**src/sv/sbt_pkg.sv**
```systemverilog
`timescale 1ns / 1ps
// ----------------------------------------------------------------------------
// sbt_pkg: shared types and codes for the s-expression byte tokenizer
// Counter widths, scan modes, event codes, character codes and the
// structs passed between the step logic, the result queue and the top.
// ----------------------------------------------------------------------------
package sbt_pkg;

  // Counter widths
  localparam int LINE_BITS   = 24;
  localparam int COLUMN_BITS = 16;

  // Result queue sizing
  localparam int FIFO_DEPTH = 4;
  localparam int PTR_BITS   = 2;
  localparam int CNT_BITS   = 3;

  // Scan modes
  localparam logic [1:0] MODE_IDLE    = 2'd0;
  localparam logic [1:0] MODE_COMMENT = 2'd1;
  localparam logic [1:0] MODE_INTEGER = 2'd2;
  localparam logic [1:0] MODE_IDENT   = 2'd3;

  // Event codes
  localparam logic [2:0] EV_TEXT   = 3'd0;
  localparam logic [2:0] EV_DONE   = 3'd1;
  localparam logic [2:0] EV_LPAREN = 3'd2;
  localparam logic [2:0] EV_RPAREN = 3'd3;
  localparam logic [2:0] EV_END    = 3'd4;

  // Token kinds
  localparam logic KIND_IDENT   = 1'b0;
  localparam logic KIND_INTEGER = 1'b1;

  // Character codes
  localparam logic [7:0] CH_LPAREN = 8'h28;
  localparam logic [7:0] CH_RPAREN = 8'h29;
  localparam logic [7:0] CH_SEMI   = 8'h3B;
  localparam logic [7:0] CH_NL     = 8'h0A;
  localparam logic [7:0] CH_TAB    = 8'h09;
  localparam logic [7:0] CH_SPACE  = 8'h20;
  localparam logic [7:0] CH_CR     = 8'h0D;
  localparam logic [7:0] CH_VT     = 8'h0B;
  localparam logic [7:0] CH_FF     = 8'h0C;
  localparam logic [7:0] CH_ZERO   = 8'h30;
  localparam logic [7:0] CH_NINE   = 8'h39;

  // Scanner state
  typedef struct packed {
    logic [1:0]             mode;
    logic [LINE_BITS-1:0]   line;
    logic [COLUMN_BITS-1:0] column;
    logic [LINE_BITS-1:0]   start_line;
    logic [COLUMN_BITS-1:0] start_column;
  } state_t;

  // One result item
  typedef struct packed {
    logic [2:0]             event_res;
    logic                   token_kind;
    logic [7:0]             text_byte;
    logic [LINE_BITS-1:0]   token_line;
    logic [COLUMN_BITS-1:0] token_column;
    logic                   last;
  } res_t;

  // Everything one input byte produces
  typedef struct packed {
    state_t     nxt;
    logic [1:0] count;
    res_t       first;
    res_t       second;
  } step_t;

endpackage

```
**src/sv/sbt_in_if.sv**
```systemverilog
`timescale 1ns / 1ps
// ----------------------------------------------------------------------------
// sbt_in_if: source byte channel
// Valid/ready channel carrying one source byte or an end-of-input mark.
// ----------------------------------------------------------------------------
interface sbt_in_if ();
  logic       valid;
  logic       ready;
  logic [7:0] byte_value;
  logic       end_of_input;

  modport source (output valid, output byte_value, output end_of_input, input ready);
  modport sink   (input valid, input byte_value, input end_of_input, output ready);
endinterface

```
**src/sv/sbt_out_if.sv**
```systemverilog
`timescale 1ns / 1ps
// ----------------------------------------------------------------------------
// sbt_out_if: token event channel
// Valid/ready channel carrying one token event with its position.
// ----------------------------------------------------------------------------
interface sbt_out_if import sbt_pkg::*; ();
  logic                   valid;
  logic                   ready;
  logic [2:0]             event_res;
  logic                   token_kind;
  logic [7:0]             text_byte;
  logic [LINE_BITS-1:0]   token_line;
  logic [COLUMN_BITS-1:0] token_column;
  logic                   last;

  modport source (output valid, output event_res, output token_kind, output text_byte,
                  output token_line, output token_column, output last, input ready);
  modport sink   (input valid, input event_res, input token_kind, input text_byte,
                  input token_line, input token_column, input last, output ready);
endinterface

```
**src/sv/sbt_step.sv**
```systemverilog
`timescale 1ns / 1ps
// ----------------------------------------------------------------------------
// sbt_step: per-byte scanner logic
// Counts the byte, runs the scan mode for it and, where a token ends,
// handles the same byte again from idle. Gives up to two results.
// ----------------------------------------------------------------------------
module sbt_step import sbt_pkg::*; (
  input  state_t     state,
  input  logic [7:0] byte_value,
  input  logic       end_of_input,
  output step_t      step
);

  logic [LINE_BITS-1:0]   lc;
  logic [COLUMN_BITS-1:0] cc;
  logic                   is_digit;
  logic                   is_blank;
  logic                   is_sep;

  logic       idle_valid;
  logic       idle_start;
  logic [1:0] idle_mode;
  res_t       idle_res;

  // Classify the byte
  assign is_digit = (byte_value >= CH_ZERO) && (byte_value <= CH_NINE);
  assign is_blank = (byte_value == CH_SPACE) || (byte_value == CH_TAB) ||
                    (byte_value == CH_NL);
  assign is_sep   = is_blank || (byte_value == CH_CR) || (byte_value == CH_VT) ||
                    (byte_value == CH_FF) || (byte_value == CH_LPAREN) ||
                    (byte_value == CH_RPAREN);

  // Count the byte: newline bumps the line and clears the column, anything else bumps the column
  always_comb begin
    lc = state.line;
    cc = state.column;
    if (!end_of_input) begin
      if (byte_value == CH_NL) begin
        if (state.line != {LINE_BITS{1'b1}}) lc = state.line + LINE_BITS'(1);
        cc = '0;
      end else if (state.column != {COLUMN_BITS{1'b1}}) begin
        cc = state.column + COLUMN_BITS'(1);
      end
    end
  end

  // Handle the byte from idle
  always_comb begin
    idle_valid = 1'b0;
    idle_start = 1'b0;
    idle_mode  = MODE_IDLE;
    idle_res   = '0;
    idle_res.token_line   = lc;
    idle_res.token_column = cc;
    priority if (end_of_input) begin
      idle_valid         = 1'b1;
      idle_res.event_res = EV_END;
    end else if (is_blank) begin
      idle_valid = 1'b0;
    end else if (byte_value == CH_LPAREN) begin
      idle_valid         = 1'b1;
      idle_res.event_res = EV_LPAREN;
    end else if (byte_value == CH_RPAREN) begin
      idle_valid         = 1'b1;
      idle_res.event_res = EV_RPAREN;
    end else if (byte_value == CH_SEMI) begin
      idle_mode = MODE_COMMENT;
    end else begin
      idle_valid          = 1'b1;
      idle_start          = 1'b1;
      idle_mode           = is_digit ? MODE_INTEGER : MODE_IDENT;
      idle_res.event_res  = EV_TEXT;
      idle_res.token_kind = is_digit ? KIND_INTEGER : KIND_IDENT;
      idle_res.text_byte  = byte_value;
    end
  end

  // Run the current mode; a token end falls through to the idle result
  always_comb begin
    step            = '0;
    step.nxt        = state;
    step.nxt.line   = lc;
    step.nxt.column = cc;
    step.first.token_line   = state.start_line;
    step.first.token_column = state.start_column;
    unique case (state.mode)
      MODE_COMMENT: begin
        if (end_of_input) begin
          step.nxt.mode = idle_mode;
          step.first    = idle_res;
          step.count    = 2'd1;
        end else if (byte_value == CH_NL) begin
          step.nxt.mode = MODE_IDLE;
        end
      end
      MODE_INTEGER, MODE_IDENT: begin
        step.first.token_kind = (state.mode == MODE_INTEGER) ? KIND_INTEGER : KIND_IDENT;
        if (!end_of_input && ((state.mode == MODE_INTEGER) ? is_digit : !is_sep)) begin
          step.first.event_res = EV_TEXT;
          step.first.text_byte = byte_value;
          step.count           = 2'd1;
        end else begin
          step.first.event_res = EV_DONE;
          step.nxt.mode        = idle_mode;
          step.second          = idle_res;
          step.count           = idle_valid ? 2'd2 : 2'd1;
          if (idle_start) begin
            step.nxt.start_line   = lc;
            step.nxt.start_column = cc;
          end
        end
      end
      MODE_IDLE: begin
        step.nxt.mode = idle_mode;
        step.first    = idle_res;
        step.count    = idle_valid ? 2'd1 : 2'd0;
        if (idle_start) begin
          step.nxt.start_line   = lc;
          step.nxt.start_column = cc;
        end
      end
      default: step.count = 2'd0;
    endcase
    // Flag the final result of this byte
    if (step.count == 2'd1) step.first.last = 1'b1;
    if (step.count == 2'd2) step.second.last = 1'b1;
  end

endmodule

```
**src/sv/sbt_res_fifo.sv**
```systemverilog
`timescale 1ns / 1ps
// ----------------------------------------------------------------------------
// sbt_res_fifo: result queue
// Takes up to two results a cycle and hands out one per output transfer.
// ----------------------------------------------------------------------------
module sbt_res_fifo import sbt_pkg::*; (
  input  logic                clk,
  input  logic                rst,
  input  logic [1:0]          push_count,
  input  res_t                push_first,
  input  res_t                push_second,
  output logic [CNT_BITS-1:0] count,
  sbt_out_if.source           tokens
);

  res_t                entries [FIFO_DEPTH];
  logic [PTR_BITS-1:0] wr_ptr;
  logic [PTR_BITS-1:0] rd_ptr;
  logic                pop;
  res_t                head;

  assign pop  = tokens.valid && tokens.ready;
  assign head = entries[rd_ptr];

  // Drive the output channel from the head entry
  assign tokens.valid        = (count != '0);
  assign tokens.event_res    = head.event_res;
  assign tokens.token_kind   = head.token_kind;
  assign tokens.text_byte    = head.text_byte;
  assign tokens.token_line   = head.token_line;
  assign tokens.token_column = head.token_column;
  assign tokens.last         = head.last;

  // Store pushed results
  always_ff @(posedge clk) begin
    if (push_count != 2'd0) entries[wr_ptr] <= push_first;
    if (push_count == 2'd2) entries[wr_ptr + PTR_BITS'(1)] <= push_second;
  end

  // Advance pointers and occupancy
  always_ff @(posedge clk) begin
    if (rst) begin
      wr_ptr <= '0;
      rd_ptr <= '0;
      count  <= '0;
    end else begin
      wr_ptr <= wr_ptr + PTR_BITS'(push_count);
      if (pop) rd_ptr <= rd_ptr + PTR_BITS'(1);
      count <= count + CNT_BITS'(push_count) - CNT_BITS'(pop);
    end
  end

  a_no_overflow: assert property (@(posedge clk) disable iff (rst)
    count <= CNT_BITS'(FIFO_DEPTH))
    else $error("result queue above depth");

  a_push_room: assert property (@(posedge clk) disable iff (rst)
    (push_count != 2'd0) |-> (count + CNT_BITS'(push_count) <= CNT_BITS'(FIFO_DEPTH)))
    else $error("result pushed into full queue");

endmodule

```
**src/sv/sexpr_byte_tokenizer.sv**
```systemverilog
`timescale 1ns / 1ps
// ----------------------------------------------------------------------------
// sexpr_byte_tokenizer: s-expression lexer, one source byte per transfer
//
//   Port    Dir  Carries
//   bytes   in   byte_value, end_of_input
//   tokens  out  event_res, token_kind, text_byte, token_line,
//                token_column, last
//
// A byte is taken into an input register and scanned once the 4-entry
// queue has room for two results; it writes 0..2 results there. Throughput
// is one byte per cycle while the queue has that room; a byte that ends a
// token and also yields a paren, text or end event writes two results, and
// the single output port drains them one per transfer. Reset clears
// scanner state (line 1, column 0) and the queue. A stalled output fills the
// queue; past two results it holds the input register and drops bytes.ready.
// ----------------------------------------------------------------------------
module sexpr_byte_tokenizer import sbt_pkg::*; (
  input  logic      clk,
  input  logic      rst,
  sbt_in_if.sink    bytes,
  sbt_out_if.source tokens
);

  logic                in_valid;
  logic [7:0]          in_byte;
  logic                in_eof;
  logic                advance;
  logic [CNT_BITS-1:0] fifo_count;
  state_t              state;
  step_t               step;

  // Scan the held byte once the queue has room for two results
  assign advance     = in_valid && (fifo_count <= CNT_BITS'(FIFO_DEPTH - 2));
  assign bytes.ready = !in_valid || advance;

  // Input register: load on transfer, drop once scanned
  always_ff @(posedge clk) begin
    if (rst) begin
      in_valid <= 1'b0;
    end else if (bytes.valid && bytes.ready) begin
      in_valid <= 1'b1;
    end else if (advance) begin
      in_valid <= 1'b0;
    end
  end

  always_ff @(posedge clk) begin
    if (bytes.valid && bytes.ready) begin
      in_byte <= bytes.byte_value;
      in_eof  <= bytes.end_of_input;
    end
  end

  sbt_step u_step (
    .state        (state),
    .byte_value   (in_byte),
    .end_of_input (in_eof),
    .step         (step)
  );

  // Scanner state
  always_ff @(posedge clk) begin
    if (rst) begin
      state.mode         <= MODE_IDLE;
      state.line         <= LINE_BITS'(1);
      state.column       <= '0;
      state.start_line   <= LINE_BITS'(1);
      state.start_column <= '0;
    end else if (advance) begin
      state <= step.nxt;
    end
  end

  sbt_res_fifo u_fifo (
    .clk         (clk),
    .rst         (rst),
    .push_count  (advance ? step.count : 2'd0),
    .push_first  (step.first),
    .push_second (step.second),
    .count       (fifo_count),
    .tokens      (tokens)
  );

  a_line_nonzero: assert property (@(posedge clk) disable iff (rst)
    state.line != '0)
    else $error("line counter reached zero");

  a_pair_after_done: assert property (@(posedge clk) disable iff (rst)
    (advance && step.count == 2'd2) |-> (step.first.event_res == EV_DONE))
    else $error("second result without token end");

  a_text_mode: assert property (@(posedge clk) disable iff (rst)
    (advance && step.count != 2'd0 && step.first.event_res == EV_TEXT)
      |=> (state.mode == MODE_INTEGER || state.mode == MODE_IDENT))
    else $error("text byte left scanner outside a token");

endmodule
```
**src/flat_wrapper.sv**
```systemverilog
// flat-port wrapper written by rule: the top's interface ports become plain ports
module sexpr_byte_tokenizer_flat import sbt_pkg::*;
  (clk, rst, bytes_valid, bytes_byte_value, bytes_end_of_input, bytes_ready, tokens_valid, tokens_event_res, tokens_token_kind, tokens_text_byte, tokens_token_line, tokens_token_column, tokens_last, tokens_ready);
  sbt_in_if bytes_i ();
  sbt_out_if tokens_i ();
  input  logic clk;
  input  logic rst;
  input wire logic [$bits(bytes_i.valid)-1:0] bytes_valid;
  input wire logic [$bits(bytes_i.byte_value)-1:0] bytes_byte_value;
  input wire logic [$bits(bytes_i.end_of_input)-1:0] bytes_end_of_input;
  output wire logic [$bits(bytes_i.ready)-1:0] bytes_ready;
  output wire logic [$bits(tokens_i.valid)-1:0] tokens_valid;
  output wire logic [$bits(tokens_i.event_res)-1:0] tokens_event_res;
  output wire logic [$bits(tokens_i.token_kind)-1:0] tokens_token_kind;
  output wire logic [$bits(tokens_i.text_byte)-1:0] tokens_text_byte;
  output wire logic [$bits(tokens_i.token_line)-1:0] tokens_token_line;
  output wire logic [$bits(tokens_i.token_column)-1:0] tokens_token_column;
  output wire logic [$bits(tokens_i.last)-1:0] tokens_last;
  input wire logic [$bits(tokens_i.ready)-1:0] tokens_ready;
  assign bytes_i.valid = bytes_valid;
  assign bytes_i.byte_value = bytes_byte_value;
  assign bytes_i.end_of_input = bytes_end_of_input;
  assign bytes_ready = bytes_i.ready;
  assign tokens_valid = tokens_i.valid;
  assign tokens_event_res = tokens_i.event_res;
  assign tokens_token_kind = tokens_i.token_kind;
  assign tokens_text_byte = tokens_i.text_byte;
  assign tokens_token_line = tokens_i.token_line;
  assign tokens_token_column = tokens_i.token_column;
  assign tokens_last = tokens_i.last;
  assign tokens_i.ready = tokens_ready;
  sexpr_byte_tokenizer u_core (.clk(clk), .rst(rst), .bytes(bytes_i), .tokens(tokens_i));
endmodule
```
**config.mk**
```make
export PLATFORM = sky130hd
export DESIGN_NAME = sexpr_byte_tokenizer_flat
export DESIGN_NICKNAME = d
export VERILOG_FILES = /design/src/sv/sbt_pkg.sv /design/src/sv/sbt_in_if.sv /design/src/sv/sbt_out_if.sv /design/src/sv/sbt_step.sv /design/src/sv/sbt_res_fifo.sv /design/src/sv/sexpr_byte_tokenizer.sv /design/src/flat_wrapper.sv
export SDC_FILE = /design/constraint.sdc
export NUM_CORES = 1
export LEC_CHECK = 0
export BUFFER_PORTS_ARGS = -buffer_cell sky130_fd_sc_hd__buf_2
export CORE_ASPECT_RATIO = 1.5
export CORE_MARGIN = 10
export CORE_UTILIZATION = 25
export CTS_CLUSTER_DIAMETER = 150
export DETAILED_ROUTE_END_ITERATION = 12
export GPL_TIMING_DRIVEN = 0
export MAX_ROUTING_LAYER = met4
export PLACE_DENSITY = 0.42
export SETUP_SLACK_MARGIN = 0.05
export SYNTH_ARGS = -nofsm -noshare
export SYNTH_HDL_FRONTEND = slang
export SYNTH_SLANG_ARGS = --single-unit
```
**constraint.sdc**
```tcl
create_clock -name clk -period 5.5 [get_ports clk]
set_input_delay 0.55 -clock clk [delete_from_list [all_inputs] [get_ports clk]]
set_output_delay 0.55 -clock clk [all_outputs]
set_load 0.02 [all_outputs]
```
==> impl_metrics.yaml, run 1 <==
status:
  outcome: "complete, no violations"
power:
  p_total_mw: 7.58
  power_frac_comb_pct: 32.8
  power_per_cell_area_mw_per_mm2: 398
  clockPowerShare_pct: 29.9
  p_int_mw: 4.86
  total_leakage_power_nw: 6.48
  power_switching_mw: 2.72
  ir_drop_v: 0.000233
  switching_share_pct: 35.9
  sequentialPowerShare_pct: 37.3
global_route:
  wire_length_of_the_first_global_routing_pass_um: 92900
  grt-ovfl-total: 0
  number_of_global_route_vias_before_repair: 13216
  grt_start_max_net_pins: 23
  grt_antenna_before_repair: 0
  groute.usage.overall_pct: 16.9
synthesis:
  syn_inst: 1427
  synth_nets: 1447
  synth-warning-count: 0
  synth_sequential_area_ratio_pct: 52.2
  synth_area_mm2: 0.0162
  yosysUniqueCellTypes: 88
  synth_enable_flop_cells: 221
  syn_avg_cell_area_um2: 11.4
  async_flop_share_pct: 0
  yosys.area_share.adder_pct: 0.586
  synth-compound-area-share_pct: 15.5
  ys_ff_latch: 313
  synth_simple_gate_area_share_pct: 13.3
  synth_top_family_by_area: "compound AO/OA/AOI/OAI gates"
  post_synth_xor_area_fraction_pct: 2.97
  synth_flop_cell: "edfxtp_1"
  yosys-mux-area-fraction_pct: 11.1
sta:
  post-route-period-util_pct: 78.1
  fin_skew_ns: 0.0141
  finalMaxSlewViolations: 0
  setup_viol: 0
  timing_worst_slew_pin_value_ns: 1.22
  finalWorstPathRequiredPeriod_ns: 4.29
  rsz_0062_raised_after_global_routing: "no"
  report.final.hold_viol_count: 0
  hold_ws_ns: 0.120
  maxClockFrequency_ghz: 0.233
  worst_slew_margin_rel_pct: 18.3
clock_tree:
  tritoncts_clock_tree: "done"
  cts-buffers-inserted: 31
  clk_path_buf_depth: 3
  insertion_delay_ns: 0.61
  clock-sinks: 313
  clk_root_buffer_cell: "clkbuf_16"
  clkTransAtPathRegs_ns: 0.07
  cts_post_setup_buffers_inserted: 0
  cts_max_level: 1
  hold_buffers: 0
  cts_resized: 0
critical_path:
  path_cells: "clkbuf_1, clkinv_1, nor3_4, buf_4, buf_4, nand4_1, a21oi_4, buf_16, buf_12"
  cp_peak_stage_delay_ns: 0.70
  crit_arrival_ns: 4.59
  setup.worst_path.end_class: "flip-flop"
  slowest_stage: "a21oi_4"
  worstSetupStartpointType: "flip-flop"
  crit_required_ns: 5.80
  timing.setup.critical_path_class: "reg -> reg"
  crit_fanout: 16
  most_common_cell_on_crit_path: "buf_4"
floorplanning:
  floorplan.initialDensity_pct: 25.2
  placementRows: 114
  die_h_um: 332
  design.die.area_mm2: 0.0757
  core_ar_mm2: 0.0645
  ioPinCount: 68
  die_w_um: 228
final_layout:
  fin_area_mm2: 0.0191
  final_layout_size_suffix_gt1_share_pct: 19.0
  areaGrowthSynthToFinish_pct: 17.4
  final_cell_mix: "edfxtp_1, buf_2, a21oi_1, dfxtp_1, nor2_1"
  regArea_mm2: 0.00848
  layout_commonest_cell: "edfxtp_1"
  nFillCells: 6716
  multi_input_comb_area_mm2: 0.00710
  design.final.nets: 1560
  antenna_fix_cells: 0
placement:
  port-buffer-count: 67
  place_hpwl_um: 47400
  gp_routability_congestion: 0.963
  dpl_cell_area_mm2: 0.0180
routing:
  via_per_inst: 5.27
  detailedRoute.firstIterationViolations: 1099
  detailedRoute.firstPassIterationCount: 8
  drt-total-wl_um: 64700
  drtAntennaViolNets: 0
  route.vias.total: 12838
  avgRoutedWirePerCell_um: 26.6
  drcViolationCount: 0
hold_path:
  min_path_type: "in -> reg"
run:
  timing.max_cap.violations: 0
final cells by class:
class | instances | share of cell area (%)
Sequential cell | 313 | 44.5
Multi-Input combinational cell | 962 | 37.3
Tap cell | 870 | 5.71
Clock buffer | 38 | 4.42
Buffer | 135 | 3.32
Timing Repair Buffer | 80 | 3.28
Clock inverter | 20 | 1.18
Inverter | 17 | 0.335
path summary, 6_finish.rpt:
| check | start | endpoint | slack [ns] | cells after the start |
|---|---|---|---|---|
| setup / recovery | u_core.state[81]$_SDFFE_PP0P_ | u_core.u_fifo.entries[0][16]$_DFFE_PP_ | 1.21 | 9 |
| hold / removal | bytes_byte_value[5] | u_core.in_byte[5]$_DFFE_PP_ | 0.12 | 1 |
| setup reg to reg | u_core.state[81]$_SDFFE_PP0P_ | u_core.u_fifo.entries[0][16]$_DFFE_PP_ | 1.21 | 9 |
| hold reg to reg | u_core.state[14]$_SDFFE_PP0P_ | u_core.state[14]$_SDFFE_PP0P_ | 0.48 | 2 |
per-layer routing:
metal  part of all wire (%)  up-vias  track usage (%)
met4                    3.7        0             6.75
met1                     37     6555             17.3
met5                      0        -                -
met2                     55      404             32.2
li1                       -     5762                -
met3                    4.5      117             1.99
through the flow:
step | setup TNS (ns) | setup slack (ns) | util (%) | std cells
after CTS | 0 | 1.10 | 29.6 | 2435
after global routing | 0 | 1.09 | 29.6 | 2435
after detailed placement | 0 | 1.27 | 27.9 | 2377
final | 0 | 1.21 | 29.6 | 2435
after global placement | -630.10 | -3.76 | 27.4 | 2364
after floorplan | 0 | 0.464 | - | 1427
flip-flops by register name, indices dropped and copies added, names as in the netlist, named ones only:
name	count
u_core.in_byte	8
u_core.in_eof	1
u_core.in_valid	1
u_core.state	82
u_core.u_fifo.count	3
u_core.u_fifo.entries	212
u_core.u_fifo.rd_ptr	2
u_core.u_fifo.wr_ptr	2
power groups by stage:
stage / Clock, mW / Combinational [mW] / Sequential, mW
finish: 2.27 / 2.49 / 2.83
global route: 2.40 / 2.65 / 2.84
CTS: 2.30 / 2.53 / 2.83
detailed placement: 0 / 2.52 / 2.88
global placement: 0 / 2.44 / 2.90
floorplan: 0 / 1.49 / 2.86
cell usage after synthesis (11+ instances only):
cell	number	area [µm²]
a211oi_1	28	210
a21boi_1	12	90.1
a21oi_1	94	470
a22oi_1	41	308
and2_1	11	68.8
and3_1	20	125
buf_2	52	260
clkbuf_1	62	233
dfxtp_1	92	1840
edfxtp_1	221	6640
inv_1	14	52.6
mux2i_1	53	531
mux4_2	53	1190
nand2_1	75	282
nand3_1	58	290
nand4_1	22	138
nor2_1	77	289
nor3_1	55	275
o21ai_0	55	275
o21ai_1	20	100
o22ai_1	69	432
xnor2_1	24	210
xor2_1	31	272
cell families (layout without fill, tap and decap cells):
logic type,count (synthesis),count (layout)
AO/OA/AOI/OAI,390,390
flip-flops,313,313
adder cells (fa/ha/maj),7,7
buffers and inverters,152,290
multiplexers,113,113
AND/OR/NAND/NOR,397,397
XOR/XNOR,55,55
worst max-delay path: cells and delay by family, from the launching register on:
kind                   cells  cell delay (ns)
buffers and inverters      6             2.21
and+or+nand+nor            2             0.70
AOI/OAI and AO/OA          1             0.70
DFF                        1             0.32
No activity file was read; power rests on OpenSTA's default activity.
==> run 2: changes to the inputs <==
--- a/config.mk
+++ b/config.mk
@@ -5,6 +5,7 @@
 export SDC_FILE = /design/constraint.sdc
 export NUM_CORES = 1
 export LEC_CHECK = 0
+export ABC_AREA = 1
 export BUFFER_PORTS_ARGS = -buffer_cell sky130_fd_sc_hd__buf_2
 export CORE_ASPECT_RATIO = 1.5
 export CORE_MARGIN = 10
@@ -13,7 +14,7 @@
 export DETAILED_ROUTE_END_ITERATION = 12
 export GPL_TIMING_DRIVEN = 0
 export MAX_ROUTING_LAYER = met4
-export PLACE_DENSITY = 0.42
+export PLACE_DENSITY = 0.41
 export SETUP_SLACK_MARGIN = 0.05
 export SYNTH_ARGS = -nofsm -noshare
 export SYNTH_HDL_FRONTEND = slang
==> constraint.sdc (replaced) <==
create_clock -name clk -period 4.3 [get_ports clk]
set_input_delay 0.43 -clock clk [delete_from_list [all_inputs] [get_ports clk]]
set_output_delay 0.43 -clock clk [all_outputs]
set_load 0.02 [all_outputs]
==> run 2 against run 1 <==
Effect of this change:
- hold slack lost 0.066 ns
- synthesized cell count grew 57%
- non-clock buffer count shrank 28
- die area grew 4.6%
- largest cell class unchanged
- highest routed layer unchanged
==> impl_metrics.yaml, run 2 <==
clock_tree:
  cts_resized: 0
  clkTransAtPathRegs_ns: 0.07
  clk_root_buffer_cell: "clkbuf_16"
  tritoncts_clock_tree: "done"
  cts_max_level: 2
  hold_buffers: 0
  clk_path_buf_depth: 3
  clock-sinks: 313
  cts-buffers-inserted: 34
  insertion_delay_ns: 0.56
  cts_post_setup_buffers_inserted: 0
sta:
  timing_worst_slew_pin_value_ns: 1.16
  post-route-worst-setup-slack_ns: 0.301
  report.final.hold_viol_count: 0
  finalMaxSlewViolations: 0
  fin_skew_ns: 0.0183
  finalWorstPathRequiredPeriod_ns: 4.00
  worst_slew_margin_rel_pct: 23.0
  rsz_0062_raised_after_global_routing: "no"
  maxClockFrequency_ghz: 0.250
  setup_viol: 0
  post-route-period-util_pct: 93.0
synthesis:
  async_flop_share_pct: 0
  synth_enable_flop_cells: 221
  synth_flop_cell: "edfxtp_1"
  syn_avg_cell_area_um2: 7.60
  ys_ff_latch: 313
  yosysMostFrequentCell: "nand2_1"
  synth_commonest_cells: "nand2_1, nor2_1, edfxtp_1"
  synth_nets: 2261
  syn_inst: 2241
  synth_sequential_area_ratio_pct: 49.7
  synth_top_area_share_pct: 38.9
  yosysUniqueCellTypes: 43
  synth_area_mm2: 0.0170
  synth-warning-count: 0
  netlist_top_cells_area: "edfxtp_1, nand2_1, dfxtp_1"
  yosysTopAreaCell: "edfxtp_1"
global_route:
  groute.usage.overall_pct: 18.3
  grt_start_max_net_pins: 42
  grt-ovfl-total: 0
  grt_antenna_before_repair: 0
  wire_length_of_the_first_global_routing_pass_um: 104000
  number_of_global_route_vias_before_repair: 15131
final_layout:
  areaGrowthSynthToFinish_pct: 15.9
  final_layout_size_suffix_gt1_share_pct: 8.52
  multi_input_comb_area_mm2: 0.00723
  final_cell_mix: "nand2_1, nor2_1, edfxtp_1, o21ai_0, inv_1"
  antenna_fix_cells: 0
  biggestRegsByFlops: "u_core.u_fifo.entries (212), u_core.state (82), u_core.in_byte (8)"
  registers.top_by_ff_count: "u_core.u_fifo.entries"
  layout_commonest_cell: "nand2_1"
  regArea_mm2: 0.00848
  nFillCells: 7279
  flip_flop_count_of_the_largest_register_all_copies_and_words_added: 212
  design.final.nets: 2366
floorplanning:
  ioPinCount: 68
  floorplan.initialDensity_pct: 25.1
  die_h_um: 340
  placementRows: 117
  design.die.area_mm2: 0.0792
  core_ar_mm2: 0.0678
  die_w_um: 233
critical_path:
  setup.worst_path.end_class: "primary output"
  cp_peak_stage_delay_ns: 0.67
  path_cells: "clkbuf_1, clkbuf_1, clkbuf_1, nor2_1, o22ai_1, buf_2"
  crit_arrival_ns: 3.57
  worstSetupStartpointType: "flip-flop"
  crit_fanout: 10
  timing.setup.critical_path_class: "reg -> out"
  worst_path_dominant_cell_family: "buffers and inverters"
  cp_num_buf_inv: 4
  slowest_stage: "clkbuf_1"
  most_common_cell_on_crit_path: "clkbuf_1"
  crit_required_ns: 3.87
routing:
  detailedRoute.firstIterationViolations: 1446
  route.vias.total: 15896
  drcViolationCount: 0
  via_per_inst: 4.87
  detailedRoute.firstPassIterationCount: 6
  drtAntennaViolNets: 0
  drt-total-wl_um: 72200
  avgRoutedWirePerCell_um: 22.1
placement:
  port-buffer-count: 66
  dpl_worst_slack_ns: 0.538
  gp_routability_congestion: 0.926
  place_hpwl_um: 53600
hold_path:
  min_path_type: "in -> reg"
power:
  p_total_mw: 9.85
  ir_drop_v: 0.000203
  power_per_cell_area_mw_per_mm2: 499
  total_leakage_power_nw: 8.35
status:
  outcome: "complete, no violations"
run:
  timing.max_cap.violations: 0
==> run 2: cell count changes after synthesis, moves of 20 or more <==
cell	before	now
a22oi_1	41	1
nor2_1	77	249
xnor2_1	24	2
and3_1	20	0
mux2i_1	53	0
xor2_1	31	8
o21ai_0	55	196
inv_1	14	171
a21oi_1	94	122
a211oi_1	28	0
nand2_1	75	813
buf_2	52	18
mux4_2	53	0
nor3_1	55	14
==> run 2: cell type report <==
class	instances	area share [%]
Inverter	184	3.51
Multi-Input combinational cell	1626	36.6
Buffer	117	3.36
Timing Repair Buffer	70	2.19
Tap cell	892	5.65
Clock inverter	15	0.887
Clock buffer	47	4.88
Sequential cell	313	42.9
==> run 2: per-stage QoR <==
step,utilization [%],hold slack (ns),area (µm²),setup TNS [ns],instances
finish,29.1,0.0542,19800,0,3264
global route,29.1,0.0443,19800,0,3264
CTS,29.2,0.0370,19800,0,3265
floorplan,-,0.436,17000,0,2241
global placement,27.3,0.445,18500,-269.14,3199
detailed placement,27.5,0.450,18600,0,3203
==> run 2: report_power, final <==
part | total [mW] | switching (mW) | leakage, nW | internal (mW)
sequential | 3.78 | 0.170 | 2.80 | 3.61
combinational | 2.97 | 2.21 | 5.00 | 0.757
clock | 3.11 | 1.30 | 0.554 | 1.81
==> run 2: worst paths after layout <==
path                                 startpoint                           endpoint  slack, ns  cells past startpoint
hold / removal              bytes_byte_value[0]        u_core.in_byte[0]$_DFFE_PP_       0.05                      1
hold reg to reg   u_core.state[32]$_SDFFE_PP0P_      u_core.state[32]$_SDFFE_PP0P_       0.46                      2
setup reg to reg        u_core.in_eof$_DFFE_PP_  u_core.u_fifo.count[2]$_SDFF_PP0_       0.50                     14
setup / recovery                      flip-flop            tokens_token_column[14]       0.30                      6
==> run 2: worst reg2reg max path: stages (launching register included) <==
cell and delay (ns):
edfxtp_1 0.66, inv_1 0.17, buf_2 0.28, nand2_1 0.16, clkbuf_1 0.60, o21ai_0 0.26, inv_1 0.10, nand2_1 0.17
nor2_1 0.39, ha_1 0.22, inv_1 0.05, fa_1 0.37, xor2_1 0.17, inv_1 0.06, nor2_1 0.03
==> run 2: cell families after synthesis <==
family	count (synthesis)	synth area share, %
AOI/OAI and AO/OA	413	13.0
and+or+nand+nor	1196	28.2
xor gates and xnor gates	10	0.514
DFF	313	49.7
adders and majority gates	7	0.558
buffers and inverters	302	7.99
==> run 2: layer usage <==
metal | track usage (%) | routed length, µm | share of wire [%]
met2 | 32.5 | 37600 | 52
met4 | 7.56 | 2950 | 4.1
met1 | 20.4 | 28200 | 39
met3 | 1.76 | 3480 | 4.8
met5 | - | 0 | 0
